**src/rtl/ipfba_pkg.sv**
```systemverilog
`timescale 1ns / 1ps
// ----------------------------------------------------------------------------
// IP frame byte accounting package
// Shared types, register indexes, protocol constants and address class checks.
// ----------------------------------------------------------------------------
package ipfba_pkg;

    localparam int unsigned LOCAL_V6_SLOTS = 2;
    localparam int unsigned CFG_INDEX_W    = 3;
    localparam int unsigned CFG_DATA_W     = 64;
    localparam int unsigned ADDED_W        = 17;
    localparam int unsigned SUM_W          = 64;

    localparam logic [15:0] KIND_V4         = 16'h0800;
    localparam logic [15:0] KIND_V6         = 16'h86DD;
    localparam logic [16:0] V6_FIXED_HEADER = 17'd40;

    localparam logic [CFG_INDEX_W-1:0] REG_FILTER_LAN      = 3'd0;
    localparam logic [CFG_INDEX_W-1:0] REG_LOCAL_IPV4      = 3'd1;
    localparam logic [CFG_INDEX_W-1:0] REG_LOCAL_V6_COUNT  = 3'd2;
    localparam logic [CFG_INDEX_W-1:0] REG_LOCAL_V6_A_HIGH = 3'd3;
    localparam logic [CFG_INDEX_W-1:0] REG_LOCAL_V6_A_LOW  = 3'd4;
    localparam logic [CFG_INDEX_W-1:0] REG_LOCAL_V6_B_HIGH = 3'd5;
    localparam logic [CFG_INDEX_W-1:0] REG_LOCAL_V6_B_LOW  = 3'd6;

    typedef enum logic [1:0] {
        OUT_IGNORED   = 2'd0,
        OUT_FILTERED  = 2'd1,
        OUT_ZERO_LEN  = 2'd2,
        OUT_ACCOUNTED = 2'd3
    } t_outcome;

    typedef struct packed {
        logic [63:0] high;
        logic [63:0] low;
    } t_v6_addr;

    function automatic logic v4_private(input logic [31:0] a);
        logic r;
        r = 1'b0;
        if (a[31:24] == 8'h7F) r = 1'b1;
        if (a[31:24] == 8'h0A) r = 1'b1;
        if ((a & 32'hFFF00000) == 32'hAC100000) r = 1'b1;
        if (a[31:16] == 16'hC0A8) r = 1'b1;
        if (a[31:16] == 16'hA9FE) r = 1'b1;
        if (a[31:28] == 4'hE) r = 1'b1;
        if (a == 32'hFFFFFFFF) r = 1'b1;
        return r;
    endfunction

    function automatic logic v6_private(input t_v6_addr a);
        logic r;
        r = 1'b0;
        if (a.high == 64'd0 && a.low == 64'd1) r = 1'b1;
        if ((a.high[63:56] & 8'hFE) == 8'hFC) r = 1'b1;
        if (a.high[63:56] == 8'hFE && (a.high[55:48] & 8'hC0) == 8'h80) r = 1'b1;
        if (a.high[63:56] == 8'hFF) r = 1'b1;
        return r;
    endfunction

endpackage

```
**src/rtl/ip_frame_byte_accounting_top.sv**
```systemverilog
`timescale 1ns / 1ps
// ----------------------------------------------------------------------------
// IP frame byte accounting
// Parses Ethernet frames byte by byte and keeps 64-bit sent and received
// byte totals for IPv4 and IPv6 traffic, one result per frame.
// ----------------------------------------------------------------------------
// Throughput: one byte item per cycle, frame after frame with no gap, while
// o_in_stall is low. After the last byte of a frame is accepted, its result
// passes the snapshot, decision and output registers in that order.
// Reset: synchronous active-low reset clears the parser position, kind and
// length, pipeline valid flags, both totals and all configuration registers.
module ip_frame_byte_accounting_top (
    input  logic                                  i_clk,
    input  logic                                  i_rst_n,
    input  logic                                  i_in_valid,
    output logic                                  o_in_stall,
    input  logic [7:0]                            i_frame_byte,
    input  logic                                  i_frame_end,
    output logic                                  o_out_valid,
    input  logic                                  i_out_stall,
    output logic [1:0]                            o_outcome,
    output logic [ipfba_pkg::ADDED_W-1:0]         o_sent_added,
    output logic [ipfba_pkg::ADDED_W-1:0]         o_received_added,
    output logic [ipfba_pkg::SUM_W-1:0]           o_sent_sum,
    output logic [ipfba_pkg::SUM_W-1:0]           o_received_sum,
    input  logic                                  i_cfg_valid,
    output logic                                  o_cfg_ready,
    input  logic [ipfba_pkg::CFG_INDEX_W-1:0]     i_cfg_index,
    input  logic [ipfba_pkg::CFG_DATA_W-1:0]      i_cfg_data
);

    // Configuration registers.
    logic                   r_filter_lan;
    logic [31:0]            r_local_ipv4;
    logic [1:0]             r_local_v6_count;
    ipfba_pkg::t_v6_addr    r_local_v6 [ipfba_pkg::LOCAL_V6_SLOTS];

    // Frame parser state.
    logic [5:0]             r_pos;
    logic [15:0]            r_kind;
    logic [15:0]            r_len;
    logic [31:0]            r_v4_src;
    logic [31:0]            r_v4_dst;
    ipfba_pkg::t_v6_addr    r_v6_src;
    ipfba_pkg::t_v6_addr    r_v6_dst;

    logic [15:0]            n_kind;
    logic [15:0]            n_len;
    logic [31:0]            n_v4_src;
    logic [31:0]            n_v4_dst;
    ipfba_pkg::t_v6_addr    n_v6_src;
    ipfba_pkg::t_v6_addr    n_v6_dst;

    // Snapshot of a finished frame.
    logic                   r_snap_valid;
    logic                   r_snap_is_v4;
    logic                   r_snap_is_v6;
    logic [15:0]            r_snap_len;
    logic [31:0]            r_snap_v4_src;
    logic [31:0]            r_snap_v4_dst;
    ipfba_pkg::t_v6_addr    r_snap_v6_src;
    ipfba_pkg::t_v6_addr    r_snap_v6_dst;

    // Decision stage.
    logic                   r_dec_valid;
    ipfba_pkg::t_outcome    r_dec_outcome;
    logic [ipfba_pkg::ADDED_W-1:0] r_dec_add_s;
    logic [ipfba_pkg::ADDED_W-1:0] r_dec_add_r;

    ipfba_pkg::t_outcome    n_dec_outcome;
    logic [ipfba_pkg::ADDED_W-1:0] n_dec_add_s;
    logic [ipfba_pkg::ADDED_W-1:0] n_dec_add_r;

    // Output stage; the sum registers are the running totals.
    logic                   r_out_valid;
    ipfba_pkg::t_outcome    r_out_outcome;
    logic [ipfba_pkg::ADDED_W-1:0] r_out_add_s;
    logic [ipfba_pkg::ADDED_W-1:0] r_out_add_r;
    logic [ipfba_pkg::SUM_W-1:0]   r_sent_sum;
    logic [ipfba_pkg::SUM_W-1:0]   r_received_sum;

    logic w_out_ready;
    logic w_dec_ready;
    logic w_snap_ready;
    logic w_in_acc;
    logic w_is_v4;
    logic w_is_v6;

    assign w_out_ready  = !r_out_valid || !i_out_stall;
    assign w_dec_ready  = !r_dec_valid || w_out_ready;
    assign w_snap_ready = !r_snap_valid || w_dec_ready;
    assign w_in_acc     = i_in_valid && w_snap_ready;
    assign o_in_stall   = !w_snap_ready;
    assign o_cfg_ready  = 1'b1;

    always_ff @(posedge i_clk) begin
        if (!i_rst_n) begin
            r_filter_lan     <= 1'b0;
            r_local_ipv4     <= '0;
            r_local_v6_count <= '0;
            for (int i = 0; i < ipfba_pkg::LOCAL_V6_SLOTS; i++) begin
                r_local_v6[i] <= '0;
            end
        end else if (i_cfg_valid) begin
            unique case (i_cfg_index)
                ipfba_pkg::REG_FILTER_LAN:      r_filter_lan      <= i_cfg_data[0];
                ipfba_pkg::REG_LOCAL_IPV4:      r_local_ipv4      <= i_cfg_data[31:0];
                ipfba_pkg::REG_LOCAL_V6_COUNT:  r_local_v6_count  <= i_cfg_data[1:0];
                ipfba_pkg::REG_LOCAL_V6_A_HIGH: r_local_v6[0].high <= i_cfg_data;
                ipfba_pkg::REG_LOCAL_V6_A_LOW:  r_local_v6[0].low  <= i_cfg_data;
                ipfba_pkg::REG_LOCAL_V6_B_HIGH: r_local_v6[1].high <= i_cfg_data;
                ipfba_pkg::REG_LOCAL_V6_B_LOW:  r_local_v6[1].low  <= i_cfg_data;
                default: begin
                end
            endcase
        end
    end

    always_comb begin
        n_kind   = r_kind;
        n_len    = r_len;
        n_v4_src = r_v4_src;
        n_v4_dst = r_v4_dst;
        n_v6_src = r_v6_src;
        n_v6_dst = r_v6_dst;
        if (r_pos == 6'd12 || r_pos == 6'd13) begin
            n_kind = {r_kind[7:0], i_frame_byte};
        end
        if (((r_pos == 6'd16 || r_pos == 6'd17) && r_kind == ipfba_pkg::KIND_V4) ||
            ((r_pos == 6'd18 || r_pos == 6'd19) && r_kind == ipfba_pkg::KIND_V6)) begin
            n_len = {r_len[7:0], i_frame_byte};
        end
        if (r_pos >= 6'd26 && r_pos <= 6'd29) begin
            n_v4_src = {r_v4_src[23:0], i_frame_byte};
        end
        if (r_pos >= 6'd30 && r_pos <= 6'd33) begin
            n_v4_dst = {r_v4_dst[23:0], i_frame_byte};
        end
        if (r_pos >= 6'd22 && r_pos <= 6'd29) begin
            n_v6_src.high = {r_v6_src.high[55:0], i_frame_byte};
        end
        if (r_pos >= 6'd30 && r_pos <= 6'd37) begin
            n_v6_src.low = {r_v6_src.low[55:0], i_frame_byte};
        end
        if (r_pos >= 6'd38 && r_pos <= 6'd45) begin
            n_v6_dst.high = {r_v6_dst.high[55:0], i_frame_byte};
        end
        if (r_pos >= 6'd46 && r_pos <= 6'd53) begin
            n_v6_dst.low = {r_v6_dst.low[55:0], i_frame_byte};
        end
    end

    assign w_is_v4 = (n_kind == ipfba_pkg::KIND_V4) && (r_pos >= 6'd33);
    assign w_is_v6 = (n_kind == ipfba_pkg::KIND_V6) && (r_pos >= 6'd53);

    always_ff @(posedge i_clk) begin
        if (!i_rst_n) begin
            r_pos  <= '0;
            r_kind <= '0;
            r_len  <= '0;
        end else if (w_in_acc) begin
            if (i_frame_end) begin
                r_pos  <= '0;
                r_kind <= '0;
                r_len  <= '0;
            end else begin
                r_pos  <= (r_pos == 6'd63) ? r_pos : r_pos + 6'd1;
                r_kind <= n_kind;
                r_len  <= n_len;
            end
        end
    end

    always_ff @(posedge i_clk) begin
        if (w_in_acc) begin
            r_v4_src <= n_v4_src;
            r_v4_dst <= n_v4_dst;
            r_v6_src <= n_v6_src;
            r_v6_dst <= n_v6_dst;
        end
        if (w_in_acc && i_frame_end) begin
            r_snap_is_v4  <= w_is_v4;
            r_snap_is_v6  <= w_is_v6;
            r_snap_len    <= n_len;
            r_snap_v4_src <= n_v4_src;
            r_snap_v4_dst <= n_v4_dst;
            r_snap_v6_src <= n_v6_src;
            r_snap_v6_dst <= n_v6_dst;
        end
    end

    always_ff @(posedge i_clk) begin
        if (!i_rst_n) begin
            r_snap_valid <= 1'b0;
        end else if (w_in_acc && i_frame_end) begin
            r_snap_valid <= 1'b1;
        end else if (w_dec_ready) begin
            r_snap_valid <= 1'b0;
        end
    end

    always_comb begin
        logic       sp;
        logic       dp;
        logic       sl;
        logic       dl;
        logic [1:0] slots;
        logic [ipfba_pkg::ADDED_W-1:0] len_v4;
        logic [ipfba_pkg::ADDED_W-1:0] len_v6;

        n_dec_outcome = ipfba_pkg::OUT_IGNORED;
        n_dec_add_s   = '0;
        n_dec_add_r   = '0;
        slots  = (r_local_v6_count > 2'(ipfba_pkg::LOCAL_V6_SLOTS)) ?
                 2'(ipfba_pkg::LOCAL_V6_SLOTS) : r_local_v6_count;
        len_v4 = {1'b0, r_snap_len};
        len_v6 = ipfba_pkg::V6_FIXED_HEADER + {1'b0, r_snap_len};
        sl = 1'b0;
        dl = 1'b0;
        for (int i = 0; i < ipfba_pkg::LOCAL_V6_SLOTS; i++) begin
            if (2'(i) < slots) begin
                if (r_local_v6[i] == r_snap_v6_src) sl = 1'b1;
                if (r_local_v6[i] == r_snap_v6_dst) dl = 1'b1;
            end
        end
        if (r_snap_is_v4) begin
            sp = ipfba_pkg::v4_private(r_snap_v4_src);
            dp = ipfba_pkg::v4_private(r_snap_v4_dst);
        end else begin
            sp = ipfba_pkg::v6_private(r_snap_v6_src);
            dp = ipfba_pkg::v6_private(r_snap_v6_dst);
        end

        if (r_snap_is_v4) begin
            if (r_filter_lan && sp && dp) begin
                n_dec_outcome = ipfba_pkg::OUT_FILTERED;
            end else if (r_snap_len == 16'd0) begin
                n_dec_outcome = ipfba_pkg::OUT_ZERO_LEN;
            end else begin
                n_dec_outcome = ipfba_pkg::OUT_ACCOUNTED;
                if (r_local_ipv4 != 32'd0) begin
                    if (r_snap_v4_src == r_local_ipv4) begin
                        n_dec_add_s = len_v4;
                    end else if (r_snap_v4_dst == r_local_ipv4) begin
                        n_dec_add_r = len_v4;
                    end
                end else begin
                    if (!sp) n_dec_add_s = len_v4;
                    if (!dp) n_dec_add_r = len_v4;
                end
            end
        end else if (r_snap_is_v6) begin
            if (r_filter_lan && sp && dp) begin
                n_dec_outcome = ipfba_pkg::OUT_FILTERED;
            end else begin
                n_dec_outcome = ipfba_pkg::OUT_ACCOUNTED;
                if (sl && !dl) begin
                    n_dec_add_s = len_v6;
                end else if (!sl) begin
                    n_dec_add_r = len_v6;
                end
            end
        end
    end

    always_ff @(posedge i_clk) begin
        if (!i_rst_n) begin
            r_dec_valid <= 1'b0;
        end else if (w_dec_ready) begin
            r_dec_valid <= r_snap_valid;
        end
    end

    always_ff @(posedge i_clk) begin
        if (w_dec_ready && r_snap_valid) begin
            r_dec_outcome <= n_dec_outcome;
            r_dec_add_s   <= n_dec_add_s;
            r_dec_add_r   <= n_dec_add_r;
        end
        if (w_out_ready && r_dec_valid) begin
            r_out_outcome <= r_dec_outcome;
            r_out_add_s   <= r_dec_add_s;
            r_out_add_r   <= r_dec_add_r;
        end
    end

    always_ff @(posedge i_clk) begin
        if (!i_rst_n) begin
            r_out_valid    <= 1'b0;
            r_sent_sum     <= '0;
            r_received_sum <= '0;
        end else if (w_out_ready) begin
            r_out_valid <= r_dec_valid;
            if (r_dec_valid) begin
                r_sent_sum     <= r_sent_sum +
                                  {{(ipfba_pkg::SUM_W-ipfba_pkg::ADDED_W){1'b0}}, r_dec_add_s};
                r_received_sum <= r_received_sum +
                                  {{(ipfba_pkg::SUM_W-ipfba_pkg::ADDED_W){1'b0}}, r_dec_add_r};
            end
        end
    end

    assign o_out_valid      = r_out_valid;
    assign o_outcome        = r_out_outcome;
    assign o_sent_added     = r_out_add_s;
    assign o_received_added = r_out_add_r;
    assign o_sent_sum       = r_sent_sum;
    assign o_received_sum   = r_received_sum;

endmodule
```
**config.mk**
```make
export PLATFORM = sky130hd
export DESIGN_NAME = ip_frame_byte_accounting_top
export DESIGN_NICKNAME = d
export VERILOG_FILES = /design/src/rtl/ipfba_pkg.sv /design/src/rtl/ip_frame_byte_accounting_top.sv
export SDC_FILE = /design/constraint.sdc
export NUM_CORES = 2
export LEC_CHECK = 0
export ABC_CLOCK_PERIOD_IN_PS = 41100
export BUFFER_PORTS_ARGS = -buffer_cell sky130_fd_sc_hd__clkbuf_2
export CAP_MARGIN = 25
export CORE_ASPECT_RATIO = 1.25
export CORE_MARGIN = 3
export CORE_UTILIZATION = 55
export DETAILED_ROUTE_END_ITERATION = 8
export PLACE_DENSITY = 0.72
export SYNTH_ARGS = -nofsm -noshare
export SYNTH_HDL_FRONTEND = slang
export SYNTH_SLANG_ARGS = --single-unit
```
**constraint.sdc**
```tcl
create_clock -name i_clk -period 41.1 [get_ports i_clk]
set_input_delay 6.165 -clock i_clk [delete_from_list [all_inputs] [get_ports i_clk]]
set_output_delay 6.165 -clock i_clk [all_outputs]
set_load 0.03 [all_outputs]
```
# Yosys cells after proc, flatten, opt, wreduce, memory -nomap -nowiden
# Memory sizes are Yosys's and may differ from the RTL's.
# Cells that the tools add are included.
# word_totals
ff_bits	934
ramBits	256
inputBits	81
out_inout_bits	167
wordCells	242
mem_count	1
# op_classes
addsub	4
order_cmp	15
eq_ne	48
n_mux	93
n_bitwise	4
reduce_logical	45
# mem_list
memory	words	word_bits	read_ports	rd_clocked_by_memory_dff	write_ports	line_no	rtl
r_local_v6	2	128	2	0	2	ip_frame_byte_accounting_top.sv:36	ipfba_pkg::t_v6_addr r_local_v6 [ipfba_pkg::LOCAL_V6_SLOTS];
# ops
op	count
$eq 128x128->1	4
$mux 64	8
$mux 17	15
$mux 16	9
$add 64x17->64	2
$eq 64x1->1 const B	2
$logic_not 64->1	2
$eq 16x16->1 const B	6
$eq 32x32->1	2
$eq 32x32->1 const B	2
$mux 32	2
$mux 1	52
$eq 16x12->1 const B	2
$eq 8x8->1 const B	4
$reduce_bool 32->1	1
$eq 12x12->1 const B	2
$eq 6x5->1 const B	4
$ge 6x6->1 const B	4
$le 6x6->1 const B	4
$logic_and 1x1->1	21
$ge 6x5->1 const B	3
$add 6x16->17 const A	1
$eq 8x4->1 const B	2
$eq 8x7->1 const B	2
other kinds (22)	53

# Logic depth before layout (Yosys ltp)
# depth
word_depth	14
mapped_depth	12
ltp_nobuf	11

# Worst setup path before layout
# No wires, ideal clock.
# synth_path
kind	input-to-reg
startpoint	input port i_out_stall
endpoint	register r_snap_is_v4 (enable)
setup_ns	0.667
t_arrival_ns	20.199
t_required_ns	40.433
setup_slack_ns	20.234
stages	6
n_path_buf	0
path_cell_list	and3_1 > nand2_1 > nand2_1 > inv_1 > nand2_1 > inv_1
# synth_between
elab_chain_cells	6
# synth_lines
element	line_no	rtl
start: declaration	ip_frame_byte_accounting_top.sv:20	input logic i_out_stall,
$logic_not 1->1	ip_frame_byte_accounting_top.sv:89	assign w_out_ready = !r_out_valid || !i_out_stall;
$logic_or 1x1->1	ip_frame_byte_accounting_top.sv:89	
$logic_or 1x1->1	ip_frame_byte_accounting_top.sv:90	assign w_dec_ready = !r_dec_valid || w_out_ready;
$logic_or 1x1->1	ip_frame_byte_accounting_top.sv:91	assign w_snap_ready = !r_snap_valid || w_dec_ready;
$logic_and 1x1->1	ip_frame_byte_accounting_top.sv:92	assign w_in_acc = i_in_valid && w_snap_ready;
named net w_in_acc	ip_frame_byte_accounting_top.sv:85	logic w_in_acc;
$logic_and 1x1->1	ip_frame_byte_accounting_top.sv:181	if (w_in_acc && i_frame_end) begin
end signal: assignment	ip_frame_byte_accounting_top.sv:182	r_snap_is_v4 <= w_is_v4;
end: declaration	ip_frame_byte_accounting_top.sv:56	logic r_snap_is_v4;
# The timed path passes the listed nets, and every way through them passes these cells.
# A chain may end at the register's enable or synchronous reset.

# Final worst setup path
# layout_path
startpoint	input port i_out_stall
endpoint	output port o_in_stall
# layout_between
elab_chain_cells	5
# layout_lines
element	line_no	rtl
$logic_not 1->1	ip_frame_byte_accounting_top.sv:89	
$logic_or 1x1->1	ip_frame_byte_accounting_top.sv:89	
$logic_or 1x1->1	ip_frame_byte_accounting_top.sv:90	
$logic_or 1x1->1	ip_frame_byte_accounting_top.sv:91	
$logic_not 1->1	ip_frame_byte_accounting_top.sv:93	assign o_in_stall = !w_snap_ready;
end: declaration	ip_frame_byte_accounting_top.sv:16	output logic o_in_stall,
# No other way between the ends.

==> metrics.md <==
| Metric | Value |
|---|---|
| CTS Hold Bufs | `0` |
| Clk buf depth | `3` |
| Internal Pwr Total | `2.04 mW` |
| Critical path arrival | `6.87 ns` |
| CTS tree | `built` |
| PD cells | `44.4 mW/mm²` |
| Share of cells above drive strength 1 | `0.183` |
| Clk_lat worst skew | `0.73 ns` |
| Crit path kind | `in -> out` |
| CTS root buf | `clkbuf_16` |
| Worst path cell trace | `clkbuf_2 > and3_1 > nand2_1 > inv_1 > clkbuf_2` |
| Avg Cell Area, Syn | `12.9 µm²` |
| Post_cts resized | `0` |
| Worst-path clk slew | `0.06 ns` |
| Share of flip-flops with an asynchronous set or reset | `0` |
| Port bufs | `246` |
| Total die area | `0.103 mm²` |
| GRT met1 Usage | `0.523` |
| Post-CTS setup buffer count | `0` |
| NumNets Final | `4615` |
| RSZ-0062 raised after global routing | `no` |
| Via-per-instance ratio | `6.63` |
| Die Wd | `287 µm` |
| Slew Limit Fails | `0` |
| Yosys Warn Count | `0` |
| DRC viols | `0` |
| Multi-input logic area | `0.0197 mm²` |
| P&R area growth vs syn | `12.5%` |
| Num rows | `128` |
| Seq cells post-synth | `1190` |
| Endpoint of the worst hold path | `o_outcome[0]$_DFFE_PP_` |
| I/O pins | `248` |
| Slowest CP cell | `and3_1` |
| Grt peak-use layer | `met2` |
| Cell mode on critical path | `clkbuf_2` |
| Core box area | `0.0977 mm²` |
| Syn Nets | `4329` |
| Post-synthesis sequential area ratio | `0.620` |
| XOR/XNOR Fraction of Synth Area | `0.0727` |
| Largest family of logic cells by synthesized area | `simple AND/OR/NAND/NOR gates` |
| CP max stage delay | `0.25 ns` |
| GRT overflow | `0` |
| Critical register-to-register path startpoint | `r_dec_valid$_SDFFE_PN0P_` |
| Main synth FF type | `edfxtp_1` |
| Critical Path End Type | `output pin` |
| Crit start category | `primary input` |
| Routing usage on met3 | `0.0924` |
| Leakage Power | `21.2 nW` |
| Sw Ratio | `0.247` |
| Status | `finished, final reports clean` |
| GR Util met2 | `0.635` |
| R2R cell count | `8` |
| Fmax | `0.0767 GHz` |
| Register area | `0.0337 mm²` |
| TritonCTS Buffers | `111` |
| Largest net degree at the start of global routing | `155` |
| Slack of the critical path | `28.06 ns` |
| EDFF count, synth | `986` |
| Initial antenna violation count | `5` |
| Count of final hold-check violations | `0` |
| Slew margin rel. | `0.132` |
| Unique masters post-synth | `89` |
| Switching Power | `0.669 mW` |
| H-tree level count | `3` |
| Clock Sinks | `1190` |
| Crit Path Max Fanout | `3` |
| Reg power frac | `0.535` |
| Max IR drop VDD | `47.2 µV` |
| Vias in the first global route | `37300` |
| Post-route ant nets | `0` |
| Hold path startpoint | `r_dec_outcome[0]$_DFFE_PP_` |
| Combinational share of power | `0.067` |
| Routed via count | `39100` |
| Synth Area in Compound Gates | `0.0588` |
| Clock power frac | `0.398` |
| Req. time, crit path | `34.94 ns` |
| DR pass1 iterations | `8` |
| Syn Inst Count | `4207` |
| DRT iter0 DRCs | `5284` |
| Die Y | `357 µm` |
| Post-Synth Adder-Cell Area | `0.00972` |
| Total wire length | `217000 µm` |
| Fillers | `7355` |
| Post-route setup TNS | `0 ns` |
| Worst r2r dst | `r_snap_v6_src[30]$_DFFE_PP_` |
| Hpwl dp | `168000 µm` |
| Crit path time final | `13.04 ns` |
| Crit share post-route | `0.317` |
| Multiplexer area fraction after synthesis | `0.0726` |
| Global-route wire length before repair | `294000 µm` |
| Min-delay worst type | `reg -> reg` |
| Wirelength per Cell | `36.8 µm` |
| Pre-CTS setup slack | `28.07 ns` |
| Actual slew at the worst max-slew pin | `1.30 ns` |
| GPL Wtd Cong | `1.07` |
| FF-to-FF setup slack | `36.07 ns` |
| Synth Area in Simple Gates | `0.147` |
| Clk_skew | `0.0418 ns` |
| Setup violators final | `0` |
| Synth Cell Area | `0.0543 mm²` |
| Maxcap violations | `0` |
| Final core occ | `0.625` |
| Starting Density | `0.556` |
| Overall Global Routing Usage | `0.420` |
| Worst hold path depth | `0` |
## cell type report
type / instances / area share
multi-input cells: 2746 / 0.322
diodes: 6 / 0.000246
clock buffers: 151 / 0.0519
inverters: 156 / 0.00991
flip-flops and latches: 1190 / 0.551
clock inverters: 59 / 0.0109
well taps: 1300 / 0.0266
repair buffers: 288 / 0.0267
## metrics by stage
stage	power (mW)	hold slack, ns	std cells	cell area [µm²]
6_report	2.71	0.414	5896	61100
5_1_grt	2.77	0.423	5890	61100
4_1_cts	2.71	0.415	5880	61000
3_5_place_dp	1.64	0.405	5670	57100
3_3_place_gp	1.64	0.415	5668	57100
2_1_floorplan	1.53	0.400	4207	54300
## placed cells by master, fill, tap and decap left out, types with 16 or more instances in the layout
cell type  count
inv_1        149
dfxtp_1      204
a22oi_1       38
a2111oi_0     21
edfxtp_1     986
and3_1        23
nand2b_1     152
and2_1       144
xnor2_1      246
nor2b_1       84
a21oi_1      123
mux2i_1       16
buf_4         34
o21ai_1       17
nor2_1       157
mux2_2       336
ha_1          39
nor3_1        61
clkinv_2      21
clkbuf_2     247
nand3_1       86
nand2_1      224
a21o_1        18
o2111ai_1     21
clkbuf_1      21
o22ai_1       49
nor4_1       189
clkbuf_16    117
xor2_1       205
or4_1         22
o21ai_0       54
or3_1         29
nand4_1      178
## kinds of logic (layout without fill, tap and decap cells)
logic type | after synthesis | count (layout)
simple gates | 1423 | 1423
flops | 1190 | 1190
compound gates | 478 | 478
xor+xnor | 451 | 451
mux | 352 | 352
buf+inv | 271 | 654
fa+ha+maj | 41 | 41
other cells | 1 | 7
## synthesized netlist by cell type (85+ instances only)
| master | number | area (µm²) |
|---|---|---|
| edfxtp_1 | 986 | 29600 |
| clkbuf_1 | 102 | 383 |
| a21oi_1 | 123 | 616 |
| inv_1 | 153 | 574 |
| xor2_1 | 205 | 1800 |
| mux2_2 | 336 | 3780 |
| nand3_1 | 86 | 430 |
| nor2b_1 | 85 | 532 |
| nor4_1 | 189 | 1180 |
| xnor2_1 | 246 | 2150 |
| nand2_1 | 226 | 848 |
| nor2_1 | 159 | 597 |
| nand2b_1 | 152 | 951 |
| nand4_1 | 178 | 1110 |
| dfxtp_1 | 204 | 4080 |
| and2_1 | 144 | 901 |
## worst max-delay path: cells and delay by family
kind	cells	cell delay [ns]
buffers and inverters	3	0.36
and+or+nand+nor	2	0.36
## state kept, by name, summed over array words and instances, names as in the netlist, 32 cells and up
name / cells
r_snap_v4_src: 32
r_snap_v6_dst: 128
r_local_v6: 256
r_v6_src: 128
r_local_ipv4: 32
r_v6_dst: 128
r_v4_src: 32
o_sent_sum: 64
o_received_sum: 64
r_snap_v4_dst: 32
r_v4_dst: 32
r_snap_v6_src: 128
## how the worst max path moves through the flow
stage / cells after the start / slack (ns) / to / from
3_3_place_gp: 5 / 28.05 / o_in_stall / i_out_stall
2_1_floorplan: 6 / 20.23 / r_snap_is_v4$_DFFE_PP_ / i_out_stall
6_report: 5 / 28.06 / o_in_stall / i_out_stall
3_5_place_dp: 5 / 28.07 / o_in_stall / i_out_stall
4_1_cts: 5 / 28.06 / o_in_stall / i_out_stall
5_1_grt: 5 / 28.02 / o_in_stall / i_out_stall
## power groups by stage
stage / Clock, mW / Combinational, mW / Sequential (mW)
global route: 1.14 / 0.190 / 1.45
floorplan: 0 / 0.104 / 1.43
finish: 1.08 / 0.182 / 1.45
detailed placement: 0 / 0.174 / 1.47
CTS: 1.09 / 0.175 / 1.44
global placement: 0 / 0.172 / 1.47
## per-layer routing
layer / routed length, µm / vias up
met5: 23 / -
met4: 20900 / 4
met3: 21500 / 664
met2: 96500 / 2621
met1: 78400 / 19400
li1: - / 16400
(Power assumes the default switching activity.)
